`config.mk`:
```
export PLATFORM = sky130hd
export DESIGN_NAME = tdfa_front
export DESIGN_NICKNAME = d
export VERILOG_FILES = /design/src/hw/rtl/tdfa_pkg.sv /design/src/hw/rtl/tdfa_front.sv
export SDC_FILE = /design/constraint.sdc
export NUM_CORES = 1
export LEC_CHECK = 0
export BUFFER_PORTS_ARGS = -buffer_cell sky130_fd_sc_hd__buf_2
export CAP_MARGIN = 20
export CORE_AREA = 8 8 45 47
export DETAILED_ROUTE_END_ITERATION = 8
export DIE_AREA = 0 0 53 55
export PLACE_DENSITY = 0.71
export SETUP_SLACK_MARGIN = 0.2
export SYNTH_ARGS = -nofsm -noshare
export SYNTH_HDL_FRONTEND = slang
export SYNTH_SLANG_ARGS = --single-unit
```
`constraint.sdc`:
```
create_clock -name vclk -period 2.8
set_input_delay 0.14 -clock vclk [all_inputs]
set_output_delay 0.14 -clock vclk [all_outputs]
set_load 0.05 [all_outputs]
```
`src/hw/rtl/tdfa_pkg.sv`:
```
// Shared types, request codes and defaults for the DFA matcher.
package tdfa_pkg;

	// Default sizes of the automaton
	localparam int ALPHABET_DEF   = 128;
	localparam int MAX_STATES_DEF = 256;

	// Depth of the queue between the front and the execute part
	localparam int QUEUE_DEPTH = 2;

	// Request codes carried by req_type
	localparam logic [1:0] REQ_WRITE = 2'd0;
	localparam logic [1:0] REQ_MARK  = 2'd1;
	localparam logic [1:0] REQ_FEED  = 2'd2;

	// Dead marker as written in dest_state
	localparam logic [8:0] DEAD_DEST = 9'h1FF;

	// Classified operation handed to the execute part
	typedef enum logic [2:0] {
		OP_NOP,
		OP_WRITE,
		OP_MARK,
		OP_FEED,
		OP_KILL,
		OP_END
	} tdfa_opcode_t;

	typedef struct packed {
		tdfa_opcode_t op;
		logic [6:0]   sym;
		logic [7:0]   src;
		logic         dst_dead;
		logic [7:0]   dst;
	} tdfa_op_t;

endpackage

```
`src/hw/rtl/tdfa_front.sv`:
```
// Front part: accepts input transactions and classifies them into operations.
module tdfa_front #(
	parameter int ALPHABET   = tdfa_pkg::ALPHABET_DEF,
	parameter int MAX_STATES = tdfa_pkg::MAX_STATES_DEF
) (
	input  logic             in_valid,
	output logic             in_ready,
	input  logic [1:0]       req_type,
	input  logic [7:0]       state_index,
	input  logic [6:0]       symbol,
	input  logic [8:0]       dest_state,
	input  logic             busy,
	input  logic             q_full,
	output logic             push,
	output tdfa_pkg::tdfa_op_t push_op
);

	import tdfa_pkg::*;

	logic src_ok;
	logic sym_ok;
	logic dst_dead;
	logic dst_ok;
	tdfa_opcode_t op;

	// Range checks on the request fields
	assign src_ok   = 32'(state_index) < MAX_STATES;
	assign sym_ok   = 32'(symbol) < ALPHABET;
	assign dst_dead = dest_state == DEAD_DEST;
	assign dst_ok   = dst_dead || (!dest_state[8] && (32'(dest_state[7:0]) < MAX_STATES));

	// Classify the request; ignored requests become no-ops
	always_comb begin
		op = OP_NOP;
		case (req_type)
			REQ_WRITE: begin
				if (src_ok && sym_ok && dst_ok) begin
					op = OP_WRITE;
				end
			end
			REQ_MARK: begin
				if (src_ok) begin
					op = OP_MARK;
				end
			end
			REQ_FEED: begin
				if (symbol == 7'd0) begin
					op = OP_END;
				end else if (sym_ok) begin
					op = OP_FEED;
				end else begin
					op = OP_KILL;
				end
			end
			default: begin
				op = OP_NOP;
			end
		endcase
	end

	// Accept while the queue has room and the store is not being cleared
	assign in_ready = !q_full && !busy;
	assign push     = in_valid && in_ready && (op != OP_NOP);

	assign push_op.op       = op;
	assign push_op.sym      = symbol;
	assign push_op.src      = state_index;
	assign push_op.dst_dead = dst_dead;
	assign push_op.dst      = dest_state[7:0];

endmodule

```
# After elaboration in Yosys (flattened, before gate mapping)
# Cells that the tools add are included.
# op_classes
addsub,0
n_mul,0
div,0
n_lt_le_gt_ge,0
eq_ne,3
n_shift,0
mux,3
bitwise_logic,0
reduce_logical,10
# ops
operator,n
equality test 9 bit (second input constant),1
one-hot mux 3 bit (3 select lines),1
logical NOT 7 bit,1
logical AND 1 bit,3
logical NOT 1 bit,3
2-to-1 mux 3 bit,1
nonzero test 3 bit,1
equality test 2 x 1 -> 1 bit (second input constant),1
equality test 2 bit (second input constant),1
logical NOT 2 bit,1
logical OR 1 bit,1
2-to-1 mux 1 bit,1
# totals
ff_bits,0
latch_bits,0
ram_bits,0
mem_bits_ro,0
in_bits,29
output_inout_bits,29
wordCells,16
n_memories,0

# Logic depth before layout (Yosys ltp)
# Gate-level depths: netlist (run 1).
# logic_depth
ltp_word,6
depth_mapped,4
ltp_nobuf,3

# Worst setup path before layout (run 1)
# Ideal clock, no wire load.
# synth_path
path_type,input-to-output
from,input port busy
to,output port push
t_arrival_ps,1816
required_time_ps,2660
slack_ps,844
stages,3
n_path_buf,0
cell_sequence,nor2_1 -> nand3_1 -> a31oi_1
# synth_between
elab_chain_len,4
# synth_lines
element,line,rtl
"start, declared",tdfa_front.sv:12,"input logic busy,"
logical NOT 1 bit,tdfa_front.sv:62,assign in_ready = !q_full && !busy;
logical AND 1 bit,tdfa_front.sv:62,
logical AND 1 bit (2 in series),tdfa_front.sv:63,assign push = in_valid && in_ready && (op != OP_NOP);
"end, declared",tdfa_front.sv:14,"output logic push,"
# No other way between the ends.

==> results of run 1 <==
==> cell type report <==
| type | count | area [um2] |
|---|---|---|
| multi-input cells | 16 | 91.3 |
| fillers | 157 | 1050 |
| repair buffers | 42 | 210 |
| inverters | 2 | 7.51 |
| well taps | 16 | 20.0 |
==> power groups by stage <==
stage,combinational (W),sequential [W],clock (W)
after floorplan,0.000106,0,0
after global placement,0.0000914,0,0
after detailed placement,0.0000921,0,0
after CTS,0.0000923,0,0
after global routing,0.0000964,0,0
final,0.0000913,0,0
==> cells by family after synthesis <==
| logic type | after synthesis | synth area share [%] |
|---|---|---|
| compound gates | 3 | 5.83 |
| buf+inv | 26 | 67.3 |
| simple gates | 13 | 26.9 |
==> critical path, stage by stage <==
cell and delay [ps]:
buf_2 100, or4_1 550, nor4_2 170, and3_1 180, buf_2 260
==> cell usage in the layout, fill, tap and decap left out, drive strengths merged <==
cell	n
nor2	3
o21ai	1
a21oi	1
and3	1
or4	1
nand2b	1
nand4	2
nor4	1
inv	2
nand3	1
nand2	2
or2	1
a31oi	1
buf	42
==> worst max path at each step <==
stage	cells after the start	to	slack, ps
6_report	5	push_op[26]	1270
3_5_place_dp	5	push_op[26]	1250
2_1_floorplan	3	push	840
5_1_grt	5	push_op[26]	1180
3_3_place_gp	5	push_op[26]	1260
4_1_cts	5	push_op[26]	1240
==> metrics by stage <==
stage | area (um2) | util [%] | hold WS (ps) | cells
2_1_floorplan | 279 | - | 447 | 42
3_3_place_gp | 329 | 23.8 | 280 | 76
3_5_place_dp | 329 | 23.8 | 280 | 76
4_1_cts | 329 | 23.8 | 280 | 76
5_1_grt | 329 | 23.8 | 280 | 76
6_report | 329 | 23.8 | 280 | 76
==> routing by layer <==
metal  wire length, um  track usage (%)  share of wire (%)  vias up
met3               131             2.41                 14        0
met1               339             6.03                 37      139
met4                 0                0                  0        0
met2               438             10.2                 48       29
met5                 0                0                  0        -
li1                  -                -                  -      151
==> results.yml, run 1 <==
sta:
  post-route-period-util_pct: 54.7
  hold_viol: 0
  drv_slew: 0
  finalSetupViolations: 0
  grt_setup_unrepaired: "no"
  final.setup.worst_slack_ps: 1270
  fin_crit_ps: 1530
  worst_pin_slew_ps: 261
  setup_tns_ps: 0
  fmaxAchievable_ghz: 0.652
  relSlewSlack_pct: 82.7
setup_path:
  cp_max_fo: 2
  end_kind: "output pin"
  critPathArrivalTime_ps: 1390
  crit_path_start_kind: "primary input"
  critPathKind: "in -> out"
  crit_start: "symbol[2]"
  cp_data_required_time_ps: 2660
logic_synthesis:
  synthesis.nets: 71
  synth.cells.most_frequent: "buf_4 (24), nor2_1 (3), inv_1 (2), nand2_1 (2), nand4_1 (2)"
  synth_cell_types: 14
  yosysWarnings: 0
  synth_top_area_share_pct: 64.6
  ys_top_cells_by_area: "buf_4 (65%), nand4_1 (4.5%), nor4_2 (4.5%), nor2_1 (4.0%), inv_1 (2.7%)"
  yosysSeqAreaShare_pct: 0
  yosysMostFrequentCell: "buf_4"
  syn_inst: 42
  yosysTopAreaCell: "buf_4"
  netlist_area_um2: 279
  syn_area_per_cell_um2: 6.64
routing:
  viasPerCell: 4.20
  first_pass_iters: 1
  drt_iter0_markers: 0
  drc: 0
  routedWlPerCell_um: 12.0
  num_vias: 319
  drt_wl_total_um: 910
  drtAntennaViolNets: 0
placed_design:
  gp_congestion: 0.634
  dpl.hpwl_um: 875
  io_buffers: 42
  dp_slack_ps: 1250
floorplan:
  core.rowCount: 14
  io_pins: 58
  die_h_um: 55
  start_util_pct: 20.2
  die_area_mm2: 0.00292
  dieWidth_um: 53
  coreArea_mm2: 0.00138
clock_tree:
  postCtsHoldBufs: 0
  cts-resized-gates: 0
  cts_setup_buffers: 0
worst_hold_path:
  hold_path_class: "in -> out"
  min_path_cells: 0
  hold_end: "push_op[13]"
  hp-start: "state_index[4]"
power:
  power_per_cell_area_mw_per_mm2: 277
  swShare_pct: 75.0
  ir_drop_mv: 0.0645
  p_sw_w: 0.0000685
  pwr-share-comb_pct: 100.0
  leakagePower_nw: 0.210
  power_w: 0.0000913
  power.share.clock_pct: 0
  p_seq_share_pct: 0
  intPower_w: 0.0000228
grt:
  grt_pass1_vias: 358
  grt_start_max_net_pins: 6
  antenna_found_initial: 0
  grt_pass1_wl_um: 1370
  overflow: 0
  grt.total_usage_pct: 5.50
cells_and_area:
  drive_gt1_share_pct: 73.3
  nets: 91
  clock_buffers: 0
  regArea_um2: 0
  antenna_cells: 0
  area_delta_synth_final_pct: 17.9
  seq_cells: 0
outcome:
  status: "finished, final reports clean"
job:
  drv_cap: 0
Note: power is estimated with default switching activity, not from simulation.
==> run 2, diff against run 1 <==
--- a/config.mk
+++ b/config.mk
@@ -10,7 +10,7 @@
 export CORE_AREA = 8 8 45 47
 export DETAILED_ROUTE_END_ITERATION = 8
 export DIE_AREA = 0 0 53 55
-export PLACE_DENSITY = 0.71
+export PLACE_DENSITY = 0.74
 export SETUP_SLACK_MARGIN = 0.2
 export SYNTH_ARGS = -nofsm -noshare
 export SYNTH_HDL_FRONTEND = slang
==> constraint.sdc (replaced) <==
create_clock -name vclk -period 1.4
set_input_delay 0.07 -clock vclk [all_inputs]
set_output_delay 0.07 -clock vclk [all_outputs]
set_load 0.05 [all_outputs]
==> run 2 against run 1 <==
Global-route usage increased by 0.38 points; final cell count unchanged; utilization increased by 3.3 points; critical path type unchanged; largest power group unchanged.
==> results.yml, run 2 (same netlist as run 1, synthesis figures left out) <==
setup_path:
  slowest_delay_ps: 530
  critPathSlowestCell: "or4_4"
  end_kind: "output pin"
  critPathKind: "in -> out"
  cp_common_cell: "buf_6"
  critPathArrivalTime_ps: 1230
  cp_max_fo: 2
  cp_data_required_time_ps: 1330
  crit_chain: "buf_6, or4_4, nor4_4, and3_2, buf_6"
  crit_path_start_kind: "primary input"
sta:
  worst_pin_slew_ps: 256
  setup_tns_ps: 0
  hold_viol: 0
  final.setup.worst_slack_ps: 102
  drv_slew: 0
  fin_crit_ps: 1300
  finalSetupViolations: 0
  fmaxAchievable_ghz: 0.770
  relSlewSlack_pct: 83.1
  post-route-period-util_pct: 92.7
  grt_setup_unrepaired: "yes"
routing:
  met1_length_um: 313
  drc: 0
  routedWlPerCell_um: 12.1
  drt_wl_total_um: 921
  met3_length_um: 195
  first_pass_iters: 1
  route.met2.wl_um: 412
  dr.max_layer_used: "met3"
  viasPerCell: 4.22
  num_vias: 321
  drtAntennaViolNets: 0
  drt_iter0_markers: 0
power:
  swShare_pct: 73.0
  power.share.clock_pct: 0
  p_sw_w: 0.000141
  p_seq_share_pct: 0
  intPower_w: 0.0000523
  ir_drop_mv: 0.142
  pwr-share-comb_pct: 100.0
  power_per_cell_area_mw_per_mm2: 518
  leakagePower_nw: 0.219
cells_and_area:
  nets: 91
  seq_cells: 0
  area_delta_synth_final_pct: 34.1
  layout_common_cells: "buf_2 (39), buf_6 (3)"
  regArea_um2: 0
  antenna_cells: 0
  drive_gt1_share_pct: 81.7
  final_area_um2: 374
  instances_no_fill: 76
  final_common_cell: "buf_2"
  clock_buffers: 0
placed_design:
  placed_area_um2: 343
  dp_slack_ps: -25.7
  post-place-cells: 76
  gp_congestion: 0.749
  io_buffers: 42
grt:
  grt_start_max_net_pins: 6
  antenna_found_initial: 0
  grt.total_usage_pct: 5.89
  grt_pass1_vias: 356
  overflow: 0
  grt_pass1_wl_um: 1440
floorplan:
  die_area_mm2: 0.00292
  coreArea_mm2: 0.00138
  start_util_pct: 20.2
  io_pins: 58
  dieWidth_um: 53
  core.rowCount: 14
  die_h_um: 55
worst_hold_path:
  hold_path_class: "in -> out"
outcome:
  status: "finished, final reports clean"
job:
  drv_cap: 0
## run 2: final timing paths
kind           start     endpoint  slack [ps]  cells after the start
max        symbol[2]  push_op[26]         100                      5
min   state_index[4]  push_op[13]         140                      0
## run 2: through the flow
stage | utilization (%) | total power (W) | hold WS [ps]
finish | 27.0 | 0.000194 | 140
floorplan | - | 0.000215 | 228
global placement | 24.8 | 0.000186 | 140
detailed placement | 24.8 | 0.000188 | 140
global route | 27.0 | 0.000205 | 140
CTS | 27.0 | 0.000196 | 140
## run 2: area by class of cell
| cell class | instances | area, um2 |
|---|---|---|
| well taps | 16 | 20.0 |
| repair buffers | 42 | 229 |
| inverters | 2 | 7.51 |
| fillers | 154 | 1010 |
| multi-input cells | 16 | 118 |
## run 2: routing by layer
metal  vias to the layer above  GRT usage (%)
li1                        150              -
met1                       138           6.03
met2                        33           11.3
met3                         0           2.67
met4                         0              0
met5                         -              0
## run 2: what timing repair did
action	CTS	global route
pin swaps	1	1
setup buffers	0	0
hold buffers	0	0
setup endpoints to repair	2	2
gates resized for setup	7	0
cloned	0	0
## run 2: power groups by stage
| stage | sequential (W) | combinational (W) | clock, W |
|---|---|---|---|
| floorplan | 0 | 0.000215 | 0 |
| global placement | 0 | 0.000186 | 0 |
| detailed placement | 0 | 0.000188 | 0 |
| CTS | 0 | 0.000196 | 0 |
| global route | 0 | 0.000205 | 0 |
| finish | 0 | 0.000194 | 0 |
## run 2: critical path, delay by kind of cell
kind	cells	cell delay (ps)
buf+inv	2	240
simple gates	3	910
