`config.mk`:
```
export PLATFORM = sky130hd
export DESIGN_NAME = tdfa_queue
export DESIGN_NICKNAME = d
export VERILOG_FILES = /design/src/hw/rtl/tdfa_pkg.sv /design/src/hw/rtl/tdfa_queue.sv
export SDC_FILE = /design/constraint.sdc
export NUM_CORES = 1
export LEC_CHECK = 0
export BUFFER_PORTS_ARGS = -buffer_cell sky130_fd_sc_hd__buf_2
export CORE_AREA = 2 2 68 70
export CTS_CLUSTER_DIAMETER = 120
export CTS_CLUSTER_SIZE = 10
export DETAILED_ROUTE_END_ITERATION = 8
export DIE_AREA = 0 0 70 72
export GPL_ROUTABILITY_DRIVEN = 0
export HOLD_SLACK_MARGIN = 0.15
export PLACE_DENSITY_LB_ADDON = 0.25
export SLEW_MARGIN = 30
export SYNTH_ARGS = -nofsm -noshare
export SYNTH_HDL_FRONTEND = slang
export SYNTH_SLANG_ARGS = --single-unit
```
`constraint.sdc`:
```
create_clock -name clk -period 3.16 [get_ports clk]
set_input_delay 0.474 -clock clk [delete_from_list [all_inputs] [get_ports clk]]
set_output_delay 0.474 -clock clk [all_outputs]
set_load 0.05 [all_outputs]
```
`src/hw/rtl/tdfa_pkg.sv`:
```
// Shared types, request codes and defaults for the DFA matcher.
package tdfa_pkg;

	// Default sizes of the automaton
	localparam int ALPHABET_DEF   = 128;
	localparam int MAX_STATES_DEF = 256;

	// Depth of the queue between the front and the execute part
	localparam int QUEUE_DEPTH = 2;

	// Request codes carried by req_type
	localparam logic [1:0] REQ_WRITE = 2'd0;
	localparam logic [1:0] REQ_MARK  = 2'd1;
	localparam logic [1:0] REQ_FEED  = 2'd2;

	// Dead marker as written in dest_state
	localparam logic [8:0] DEAD_DEST = 9'h1FF;

	// Classified operation handed to the execute part
	typedef enum logic [2:0] {
		OP_NOP,
		OP_WRITE,
		OP_MARK,
		OP_FEED,
		OP_KILL,
		OP_END
	} tdfa_opcode_t;

	typedef struct packed {
		tdfa_opcode_t op;
		logic [6:0]   sym;
		logic [7:0]   src;
		logic         dst_dead;
		logic [7:0]   dst;
	} tdfa_op_t;

endpackage

```
`src/hw/rtl/tdfa_queue.sv`:
```
// Short queue of classified operations between the front and execute parts.
module tdfa_queue (
	input  logic               clk,
	input  logic               arst_n,
	input  logic               push,
	input  tdfa_pkg::tdfa_op_t push_op,
	output logic               full,
	output logic               pop_valid,
	output tdfa_pkg::tdfa_op_t pop_op,
	input  logic               pop
);

	import tdfa_pkg::*;

	localparam int PW = (QUEUE_DEPTH > 1) ? $clog2(QUEUE_DEPTH) : 1;
	localparam int CW = $clog2(QUEUE_DEPTH + 1);

	tdfa_op_t        mem_q [QUEUE_DEPTH];
	logic [PW-1:0]   wr_ptr_q;
	logic [PW-1:0]   rd_ptr_q;
	logic [CW-1:0]   count_q;

	assign full      = count_q == CW'(QUEUE_DEPTH);
	assign pop_valid = count_q != '0;
	assign pop_op    = mem_q[rd_ptr_q];

	// Store pushed entries
	always_ff @(posedge clk) begin
		if (push) begin
			mem_q[wr_ptr_q] <= push_op;
		end
	end

	// Advance pointers and occupancy
	always_ff @(posedge clk or negedge arst_n) begin
		if (!arst_n) begin
			wr_ptr_q <= '0;
			rd_ptr_q <= '0;
			count_q  <= '0;
		end else begin
			if (push) begin
				wr_ptr_q <= (wr_ptr_q == PW'(QUEUE_DEPTH - 1)) ? '0 : wr_ptr_q + 1'b1;
			end
			if (pop) begin
				rd_ptr_q <= (rd_ptr_q == PW'(QUEUE_DEPTH - 1)) ? '0 : rd_ptr_q + 1'b1;
			end
			if (push && !pop) begin
				count_q <= count_q + 1'b1;
			end else if (!push && pop) begin
				count_q <= count_q - 1'b1;
			end
		end
	end

endmodule

```
* After elaboration in Yosys (flattened, before gate mapping)
Memories as Yosys holds them, arrays and structs flattened. Index checks and enable logic that the tools add are counted.
Word-level totals: register bits 4, memory bits (writable) 54, input bits 31, output and inout port bits 29, logic and storage cells 21, memories kept 1
Operators by class: add/subtract/negate cells 4, equal/unequal tests 1, mux-type cells 6, reductions and logical operators 6
Memory list:
- mem_q | words 2, width 27, read ports 1, clocked after memory_dff 0, wr ports 1, line tdfa_queue.sv:18 | tdfa_op_t mem_q [QUEUE_DEPTH];
Operator list (count):
- $mux 1 | 4
- $mux 2 | 2
- $reduce_bool 2->1 | 2
- $add 1x1->1 const B | 2
- $add 2x1->2 const B | 1
- $eq 2x2->1 const B | 1
- $logic_and 1x1->1 | 2
- $logic_not 1->1 | 2
- $sub 2x1->2 const B | 1

* Longest topological paths before layout
Gate-level depths: netlist of run 1.
depth after elaboration 4, mapped depth 5, mapped depth without buffers 5

* Worst setup path after synthesis of run 1
OpenSTA, ideal clock, no wires.
path kind input port to flip-flop, from input push, to memory mem_q[0][0] in the netlist's numbering, enable pin, setup time 414 ps, arrival time 1708 ps, data required time 2746 ps, setup slack 1038 ps, stages 1, buffers on the path 0, path through nor2b_1
Between the ends: longest elaborated chain between the ends 2
RTL lines:
- start, declared | line tdfa_queue.sv:5 | input logic push,
- $mux 1 | line tdfa_queue.sv:29 | if (push) begin
- $mux 1 (implied by the code) | line tdfa_queue.sv:30 | mem_q[wr_ptr_q] <= push_op;
- end, declared | line tdfa_queue.sv:18
No other way between the ends.

==> results of run 1 <==
stage by stage:
step	hold slack (ns)	std cells	total power (W)
final	0.3436	229	0.002929
after global routing	0.3239	229	0.003053
after CTS	0.3213	229	0.002960
after detailed placement	0.2895	212	0.002343
after global placement	0.2807	212	0.002322
after floorplan	0.1784	100	0.002157
cells by family (layout without fill, tap and decap cells):
logic type | count (synthesis) | in the layout | share of synthesized area (%)
buffers and inverters | 4 | 81 | 2.461
multiplexers | 27 | 27 | 16.78
AND/OR/NAND/NOR | 5 | 5 | 1.286
adder cells (fa/ha/maj) | 1 | 1 | 0.5592
flip-flops | 58 | 58 | 76.96
XOR/XNOR | 5 | 5 | 1.957
sequential cells by signal, indices dropped and copies added (netlist names):
name	count
count_q	2
mem_q	54
rd_ptr_q	1
wr_ptr_q	1
metal layers:
layer  track usage [%]  up-vias
li1                  -      528
met5                 0        -
met2             24.13       34
met3             5.556        2
met4             7.692        0
met1             15.90      539
power by group through the flow:
| stage | Combinational (W) | Clock, W | Sequential [W] |
|---|---|---|---|
| 2_1_floorplan | 0.00108 | 0 | 0.00108 |
| 5_1_grt | 0.00129 | 0.000669 | 0.00110 |
| 4_1_cts | 0.00125 | 0.000628 | 0.00108 |
| 6_report | 0.00124 | 0.000613 | 0.00108 |
| 3_3_place_gp | 0.00124 | 0 | 0.00109 |
| 3_5_place_dp | 0.00125 | 0 | 0.00110 |
worst register-to-register path: stages, from the launching register on:
cell and delay (ns):
sky130_fd_sc_hd__dfrtp_1 0.41, sky130_fd_sc_hd__nor2b_2 0.55, sky130_fd_sc_hd__buf_4 0.36
final cells by class:
cell class,count,area (sq um)
fill,316,1491
timing repair buffer,64,335.3
sequential,58,1722
multi-input combinational,38,462.9
clock buffer,9,123.9
tap,52,65.06
inverter,1,3.754
clock inverter,7,60.06
synth_stat cells, drive strengths merged:
cell    instances
buf             3
ha              1
edfxtp         54
xnor2           1
inv             1
dfrtp           4
and2            1
mux2           27
xor2            4
nor2b           2
nor2            1
or2             1
how the worst max path moves through the flow:
stage | slack (ns) | start | endpoint | depth (start not counted)
floorplan | 1.04 | push | mem_q[0][0] | 1
global placement | 1.35 | push | mem_q[0][26] | 3
detailed placement | 1.31 | push | mem_q[0][26] | 3
CTS | 1.15 | rd_ptr_q | pop_op[6] | 3
global route | 1.10 | rd_ptr_q | pop_op[6] | 3
finish | 1.18 | rd_ptr_q | pop_op[12] | 3
repair_timing:
action                                 in CTS  in global routing
hold buffers                                1                  0
resized for setup                           0                  0
endpoints found under the hold margin       4                  0
cells in the final DEF (no fill, tap or decap), drive strengths merged:
| master | count |
|---|---|
| nor2 | 1 |
| and2 | 1 |
| ha | 1 |
| or2 | 1 |
| clkinv | 5 |
| clkbuf | 9 |
| clkinvlp | 1 |
| xnor2 | 1 |
| xor2 | 4 |
| inv | 1 |
| dlygate4sd3 | 1 |
| bufinv | 1 |
| dfrtp | 4 |
| buf | 63 |
| nor2b | 2 |
| edfxtp | 54 |
| mux2 | 27 |
==> flow_results.org, run 1 <==
** Outcome
- The run finished with clean final reports.

** Synthesis
- In this run the biggest area consumer among cell types represents 72.48% of the synthesized area.
- Biggest area contributors in the synthesized netlist :: sky130_fd_sc_hd__edfxtp_1, sky130_fd_sc_hd__mux2_4, sky130_fd_sc_hd__dfrtp_1
- Counting flops and latches in the post-synthesis netlist gives 58.
- Counting every instance in the synthesized netlist gives 100.
- Yosys warnings :: 0
- Count of different cell masters after synthesis :: 14
- After synthesis, the mean cell area works out to 22.37 sq um.
- Cell area after technology mapping :: 2237 sq um
- Proportion of synthesized chip area in sequential cells :: 76.96%
- Syn nets :: 132
- Library cell with the largest summed area after synthesis :: sky130_fd_sc_hd__edfxtp_1

** Setup path
- The number of buffers and inverters on the critical path is 2.
- Worst-case register-to-register setup slack :: 1.54 ns
- On the critical path, the stage with the largest delay is an instance of sky130_fd_sc_hd__mux2_2.
- Worst reg2reg path depth :: 2
- STA classifies the critical path endpoint as an output pin.
- In this run the worst path has a maximum fanout of 15.
- Worst EP required :: 2.69 ns
- Launch point of the worst reg-to-reg path :: wr_ptr_q
- List of cells traversed by the critical path :: buf_4 -> mux2_2 -> buf_2
- STA puts the critical path data arrival time at 1.50 ns.
- Worst flop-to-flop path endpoint :: mem_q[0][6]
- Top delay family on crit path :: buffers and inverters
- The critical path is of the reg -> out type.
- The worst setup path is launched from a flop.
- In this design, the stage delay of the slowest critical-path cell is 0.37 ns.

** Timing
- The final count of pins violating max slew came to 0.
- Final-layout setup total negative slack :: 0 ns
- Max frequency :: 505.4 MHz
- Tcrit/Tclk final :: 62.61%
- Setup slack on the critical path of the routed design comes to 1.181 ns.
- Setup violations remaining at the end of the flow were counted as 0.
- For the pin with the worst max-slew slack, the measured transition is 0.6593 ns.
- Shortest period the worst path allows :: 1.979 ns
- Unrepaired setup endpoints after global routing :: false
- Worst-case clock skew :: 0.002714 ns
- Final hold violation count :: 0
- Slew headroom :: 55.85%

** Floorplanning
- Area of the core region :: 4264 sq um
- 60 I/O pins were placed.
- The die is 72 um tall.
- Initial Util :: 52.46%
- Area of the die :: 5040 sq um
- Row generation in the floorplan step produced 24 rows.
- The die is 70 um wide.

** Power and ir drop
- Switching Power :: 0.001158 W
- Part of the total power dissipated in sequential elements :: 36.8%
- For this design the static power due to leakage is 1.137 nW.
- In this run the power density over the cells is 1056 nW/um^2.
- Peak supply drop :: 0.6419 mV
- The clock network accounts for 20.9% of the total power.
- Internal power consumption :: 0.001771 W
- Combinational cells account for 42.3% of the total power.
- Switching power as a share of total power :: 39.53%

** Clock tree
- In this run the deepest clock path goes through 2 buffers.
- Clock latency on the worst-skew pair :: 0.31 ns
- Clock buffer count from CTS :: 9
- Post-CTS Setup Inserts :: 0
- TritonCTS built the clock tree.
- CTS placed an instance of sky130_fd_sc_hd__clkbuf_8 at the clock tree root.
- The clock drives 58 sinks.
- H-tree depth reported by CTS :: 3
- Clock-pin slew was measured on the worst setup and hold paths at 0.06 ns.

** Placed design
- Before CTS, the worst setup slack after placement is 1.315 ns.
- During placement, the flow inserted port buffers numbering 59.
- Hpwl dp :: 2359 um
- Cell area after placement :: 2579 sq um

** Global route
- The initial antenna violation count came to 0.
- The first global-routing pass estimated 5326 um of wire.
- The number of global-route vias before repair is 1143.
- GR Overflow Total :: 0
- Global routing used 14.34% of the available tracks across all layers.
- Entering global routing, the biggest net connects 16 pins.

** Min path
- Worst hold-check path type :: in -> reg
- Destination of the worst hold path :: mem_q[1][9]
- Cell count of the worst hold path :: 1
- In this run the most critical hold path is launched from push_op[9].

** Routing
- In the final routed layout, each cell accounts on average for 14.68 um.
- Drt pass-1 iters :: 4
- Remaining routing DRC violations :: 0
- Overall via count from detail_route :: 1103
- Detailed routing placed a total of 194 um of wire on met3.
- Uppermost routed layer :: met4
- In this run, the number of DRC markers left after iteration 0 of detailed routing was 36.
- Antenna viol nets, final :: 0
- Routed length on met1 :: 1355 um
- The routed design has 3362 um of wire.
- Met2 wirelength from detailed routing :: 1793 um
- Via count normalized by instance count :: 4.817

** Cells and area
- From synthesis to final layout, the design area changed by 23.94%.
- Fin util :: 65.02%
- Number of antenna cells inserted :: 0
- With fillers left out, the area of the finished cells amounts to 2773 sq um.
- Proportion of layout cells with a drive suffix above 1 :: 59.89%
- Number of nets in the layout :: 204

** Job
- Count of maximum capacitance violations :: 0
(Power assumes the default switching activity.)
==> run 2, diff against run 1 <==
--- a/config.mk
+++ b/config.mk
@@ -5,12 +5,13 @@
 export SDC_FILE = /design/constraint.sdc
 export NUM_CORES = 1
 export LEC_CHECK = 0
+export ABC_AREA = 1
 export BUFFER_PORTS_ARGS = -buffer_cell sky130_fd_sc_hd__buf_2
-export CORE_AREA = 2 2 68 70
+export CORE_AREA = 2 2 74 76
 export CTS_CLUSTER_DIAMETER = 120
 export CTS_CLUSTER_SIZE = 10
 export DETAILED_ROUTE_END_ITERATION = 8
-export DIE_AREA = 0 0 70 72
+export DIE_AREA = 0 0 76 78
 export GPL_ROUTABILITY_DRIVEN = 0
 export HOLD_SLACK_MARGIN = 0.15
 export PLACE_DENSITY_LB_ADDON = 0.25
==> constraint.sdc (replaced) <==
create_clock -name clk -period 1.6 [get_ports clk]
set_input_delay 0.24 -clock clk [delete_from_list [all_inputs] [get_ports clk]]
set_output_delay 0.24 -clock clk [all_outputs]
set_load 0.05 [all_outputs]
==> flow_results.org, run 2 <==
** Timing
- Final hold violation count :: 0 (unchanged)
- The worst slew slack as a fraction of its limit is 84.15% (was 55.85%).
- Shortest period the worst path allows :: 1.694 ns
- Smallest setup slack after layout :: -0.09421 ns (was 1.181 ns)
- Worst-margin pin slew :: 0.2377 ns (was 0.6593 ns)
- Static timing analysis puts the maximum clock frequency at 590.2 MHz.
- The worst-case hold slack was 0.2662 ns (was 0.3436 ns).
- The worst clock skew on the final layout came to 0.005446 ns (was 0.002714 ns).
- The final count of pins violating max slew came to 0 (unchanged).
- The final count of negative-setup-slack endpoints is 27 (was 0).
- The sum of negative setup slack came to -2.088 ns (was 0 ns).
- Unrepaired setup endpoints after global routing :: true (was false)
- After layout, the worst path uses 105.9% of the clock period.

** Setup path
- Worst flop-to-flop path endpoint :: mem_q[1][9] (was mem_q[0][6])
- Worst-case register-to-register setup slack :: 0.51 ns (was 1.54 ns)
- The worst-case reg-to-reg path depth came to 3 (was 2).
- Launch point of the worst reg-to-reg path :: wr_ptr_q (unchanged)
- Kind of end point of the critical path :: output pin (unchanged)
- The data arrival time at the worst-slack endpoint was 1.45 ns (was 1.50 ns).
- The required time at the endpoint of the critical path is 1.36 ns (was 2.69 ns).
- Type of the worst setup path :: reg -> out (unchanged)
- Startpoint Class :: flop (unchanged)
- Largest fanout on the critical path :: 11 (was 15)

** Synthesis
- Simple-gate portion of the synthesized area :: 1.831% (was 1.286%)
- The net count of the mapped netlist came to 141 (was 132).
- The XOR/XNOR share of the synthesized area is 1.165% (was 1.957%).
- Count of different cell masters after synthesis :: 14 (unchanged)
- The area of the mapped netlist is 2255 sq um (was 2237 sq um).
- The most instantiated flip-flop cell in the synthesis netlist is sky130_fd_sc_hd__edfxtp_1 (unchanged).
- The main combinational cell family by area after synthesis is multiplexers (unchanged).
- Synthesized-area fraction occupied by ao, oa, aoi and oai cells :: 0% (unchanged)
- Post-Synthesis Mean Instance Area :: 20.68 sq um (was 22.37 sq um)
- The fraction of synthesized cell area taken by the top area cell type came to 71.92% (was 72.48%).
- Biggest area contributors in the synthesized netlist :: sky130_fd_sc_hd__edfxtp_1, sky130_fd_sc_hd__mux2_4, sky130_fd_sc_hd__dfrtp_1 (unchanged)
- EDFF count, synth :: 54 (unchanged)
- The most frequent cell after synthesis is sky130_fd_sc_hd__edfxtp_1 (unchanged).
- The number of register bits inferred by synthesis was 58 (unchanged).
- Most common library cells after synthesis :: sky130_fd_sc_hd__edfxtp_1, sky130_fd_sc_hd__mux2_4, sky130_fd_sc_hd__mux2_2 (unchanged)
- Library cell with the largest summed area after synthesis :: sky130_fd_sc_hd__edfxtp_1 (unchanged)
- The fraction of the mapped netlist area in adder cells was 0.5549% (was 0.5593%).
- Post-synthesis instance total :: 109 (was 100)
- The number of warnings reported in the yosys synthesis log came to 0 (unchanged).
- The sequential share of the synthesized area is 76.36% (was 76.96%).
- The share of flip-flops with an asynchronous set or reset after synthesis is 6.897% (unchanged).
- Proportion of synthesized area in mux cells :: 16.65% (was 16.78%)

** Power and ir drop
- The total leakage power was 1.373 nW (was 1.137 nW).
- The power per standard cell area was 1914 nW/um^2 (was 1056 nW/um^2).
- Internal power consumption :: 0.003920 W (was 0.001771 W)
- Combinational Power Share :: 48.7% (was 42.3%)
- The sequential share of power was 33.9% (was 36.8%).
- Switching power as a share of total power :: 38.32% (was 39.53%)
- The fraction of power consumed by the clock network is 17.4% (was 20.9%).
- Switching Power :: 0.002435 W (was 0.001158 W)
- Peak supply drop :: 1.271 mV (was 0.6419 mV)

** Global route
- The combined global-route utilization of all metal layers came to 14.31% (was 14.34%).
- The final global-route overflow total came to 0 (unchanged).
- Vias in the first global route :: 1376 (was 1143)
- The first-pass GRT wire length came to 6182 um (was 5326 um).
- Antenna violations before repair :: 0 (unchanged)
- The largest net degree at the start of global routing came to 23 (was 16).

** Routing
- Remaining routing DRC violations :: 0 (unchanged)
- Via count normalized by instance count :: 4.490 (was 4.817)
- The violation count after the first detailed-routing iteration is 74 (was 36).
- The total vias in the final route came to 1293 (was 1103).
- Routed wirelength normalized by instance count :: 14.32 um (was 14.68 um)
- The total detailed-routing wirelength came to 4124 um (was 3362 um).
- The iteration count of the initial detailed-routing pass is 4 (unchanged).
- Antenna viol nets, final :: 0 (unchanged)

** Floorplanning
- Die X :: 76 um (was 70 um)
- The top-level I/O count was 60 (unchanged).
- Area of the die :: 5928 sq um (was 5040 sq um)
- The effective utilization at floorplan came to 44.71% (was 52.46%).
- The placement row count was 26 (was 24).
- Die Y :: 78 um (was 72 um)
- The area inside the core boundary is 5042 sq um (was 4264 sq um).

** Clock tree
- CTS tree :: done (unchanged)
- The count of buffers added by post-CTS timing repair for setup came to 0 (unchanged).
- Clk pin slew, worst setup/hold paths :: 0.06 ns (about the same)
- Sink count of the clock tree :: 58 (unchanged)
- Cell at the root of the clock tree :: sky130_fd_sc_hd__clkbuf_8 (unchanged)
- The number of buffers created by CTS is 9 (unchanged).
- The maximum count of clock buffers along a single path was 2 (unchanged).
- The level count of the clock H-tree was 3 (unchanged).
- Clock latency on the worst-skew pair :: 0.32 ns (was 0.31 ns)

** Placed design
- Pre-CTS worst setup slack :: 0.2114 ns (was 1.315 ns)
- Hpwl dp :: 2459 um (was 2359 um)
- The quantity of I/O buffers inserted on ports is 59 (unchanged).

** Cells and area
- Registers with the most flip-flops :: mem_q (54), count_q (2) (unchanged)
- The number of nets in the finished design came to 245 (was 204).
- Number of antenna cells inserted :: 0 (unchanged)
- The flip-flop count of the largest register after layout came to 54 (unchanged).
- Growth of design area from synthesis to finish :: 47.28% (was 23.94%)
- The fraction of layout instances using a drive strength above 1 was 49.54% (was 59.89%).
- The register containing the most flip-flops in the final layout is mem_q (unchanged).
- The most common cell after layout, fill and taps aside is sky130_fd_sc_hd__edfxtp_1 (was sky130_fd_sc_hd__buf_2).
- Most used cells in the layout excluding fill and tap cells: sky130_fd_sc_hd__edfxtp_1, sky130_fd_sc_hd__buf_2, sky130_fd_sc_hd__dlygate4sd3_1 (was sky130_fd_sc_hd__buf_2, sky130_fd_sc_hd__edfxtp_1, sky130_fd_sc_hd__mux2_4).
- Filler Cells Inserted :: 365 (was 316)

** Outcome
- Outcome :: finished with violations (was finished clean)
- Violations in the final reports :: setup timing

** Min path
- Worst hold-check path type :: in -> async (was in -> reg)

** Job
- The max-cap violation count came to 0 (unchanged).
## run 2: cell count changes after synthesis, moves of 2 or more
cell	previous run	this run
sky130_fd_sc_hd__nor2b_1	2	0
sky130_fd_sc_hd__nand2_1	0	6
sky130_fd_sc_hd__xor2_1	4	2
sky130_fd_sc_hd__inv_1	1	7
## run 2: cell families (layout without fill, tap and decap cells)
| logic type | after synthesis | count (layout) |
|---|---|---|
| flops | 58 | 58 |
| fa+ha+maj | 1 | 1 |
| mux | 27 | 27 |
| xor+xnor | 3 | 3 |
| buf+inv | 10 | 119 |
| simple gates | 10 | 10 |
## run 2: power groups by stage
stage | clock [W] | combinational [W] | sequential (W)
finish | 0.00111 | 0.00310 | 0.00215
global route | 0.00123 | 0.00321 | 0.00218
detailed placement | 0 | 0.00254 | 0.00217
floorplan | 0 | 0.00213 | 0.00213
global placement | 0 | 0.00250 | 0.00214
CTS | 0.00114 | 0.00295 | 0.00213
## run 2: how the worst max path moves through the flow
stage	startpoint	end	cells past startpoint
after floorplan	wr_ptr_q	mem_q[0][0]	1
after global placement	rd_ptr_q	pop_op[12]	3
after detailed placement	rd_ptr_q	pop_op[14]	3
after CTS	rd_ptr_q	pop_op[14]	3
after global routing	rd_ptr_q	pop_op[20]	3
final	rd_ptr_q	pop_op[8]	3
## run 2: cell type report
cell class	count	area (sq um)	share of cell area (%)
multi-input combinational	41	457.9	13.79
timing repair buffer	96	862.1	25.96
sequential	58	1723	51.88
tap	70	87.58	2.638
clock inverter	3	15.01	0.4521
inverter	7	26.28	0.7913
clock buffer	13	148.9	4.484
## run 2: worst max-delay path, stage by stage (launching register included)
cell and delay [ns]:
sky130_fd_sc_hd__dfrtp_2 0.46, sky130_fd_sc_hd__clkbuf_16 0.20, sky130_fd_sc_hd__mux2_4 0.31, sky130_fd_sc_hd__buf_6 0.15
## run 2: repair_timing
action	CTS	global route
endpoints found under the hold margin	60	0
setup endpoints to repair	27	27
gates cloned	0	1
pin swaps	0	0
hold buffers	30	0
gates resized for setup	45	18
## run 2: routing by layer
layer / wire, um / global-route usage [%] / part of all wire (%)
met5: 0 / 0 / 0
met4: 95 / 10.00 / 2.3
met3: 238 / 5.465 / 5.8
met2: 2155 / 24.02 / 52
met1: 1635 / 14.86 / 40
## run 2: per-stage QoR
stage	total power [W]	area (sq um)	instances	utilization, %
finish	0.006355	3321	288	65.86
global route	0.006621	3321	288	65.86
global placement	0.004647	2646	241	52.48
CTS	0.006218	3251	287	64.47
detailed placement	0.004701	2646	241	52.48
floorplan	0.004263	2257	109	-
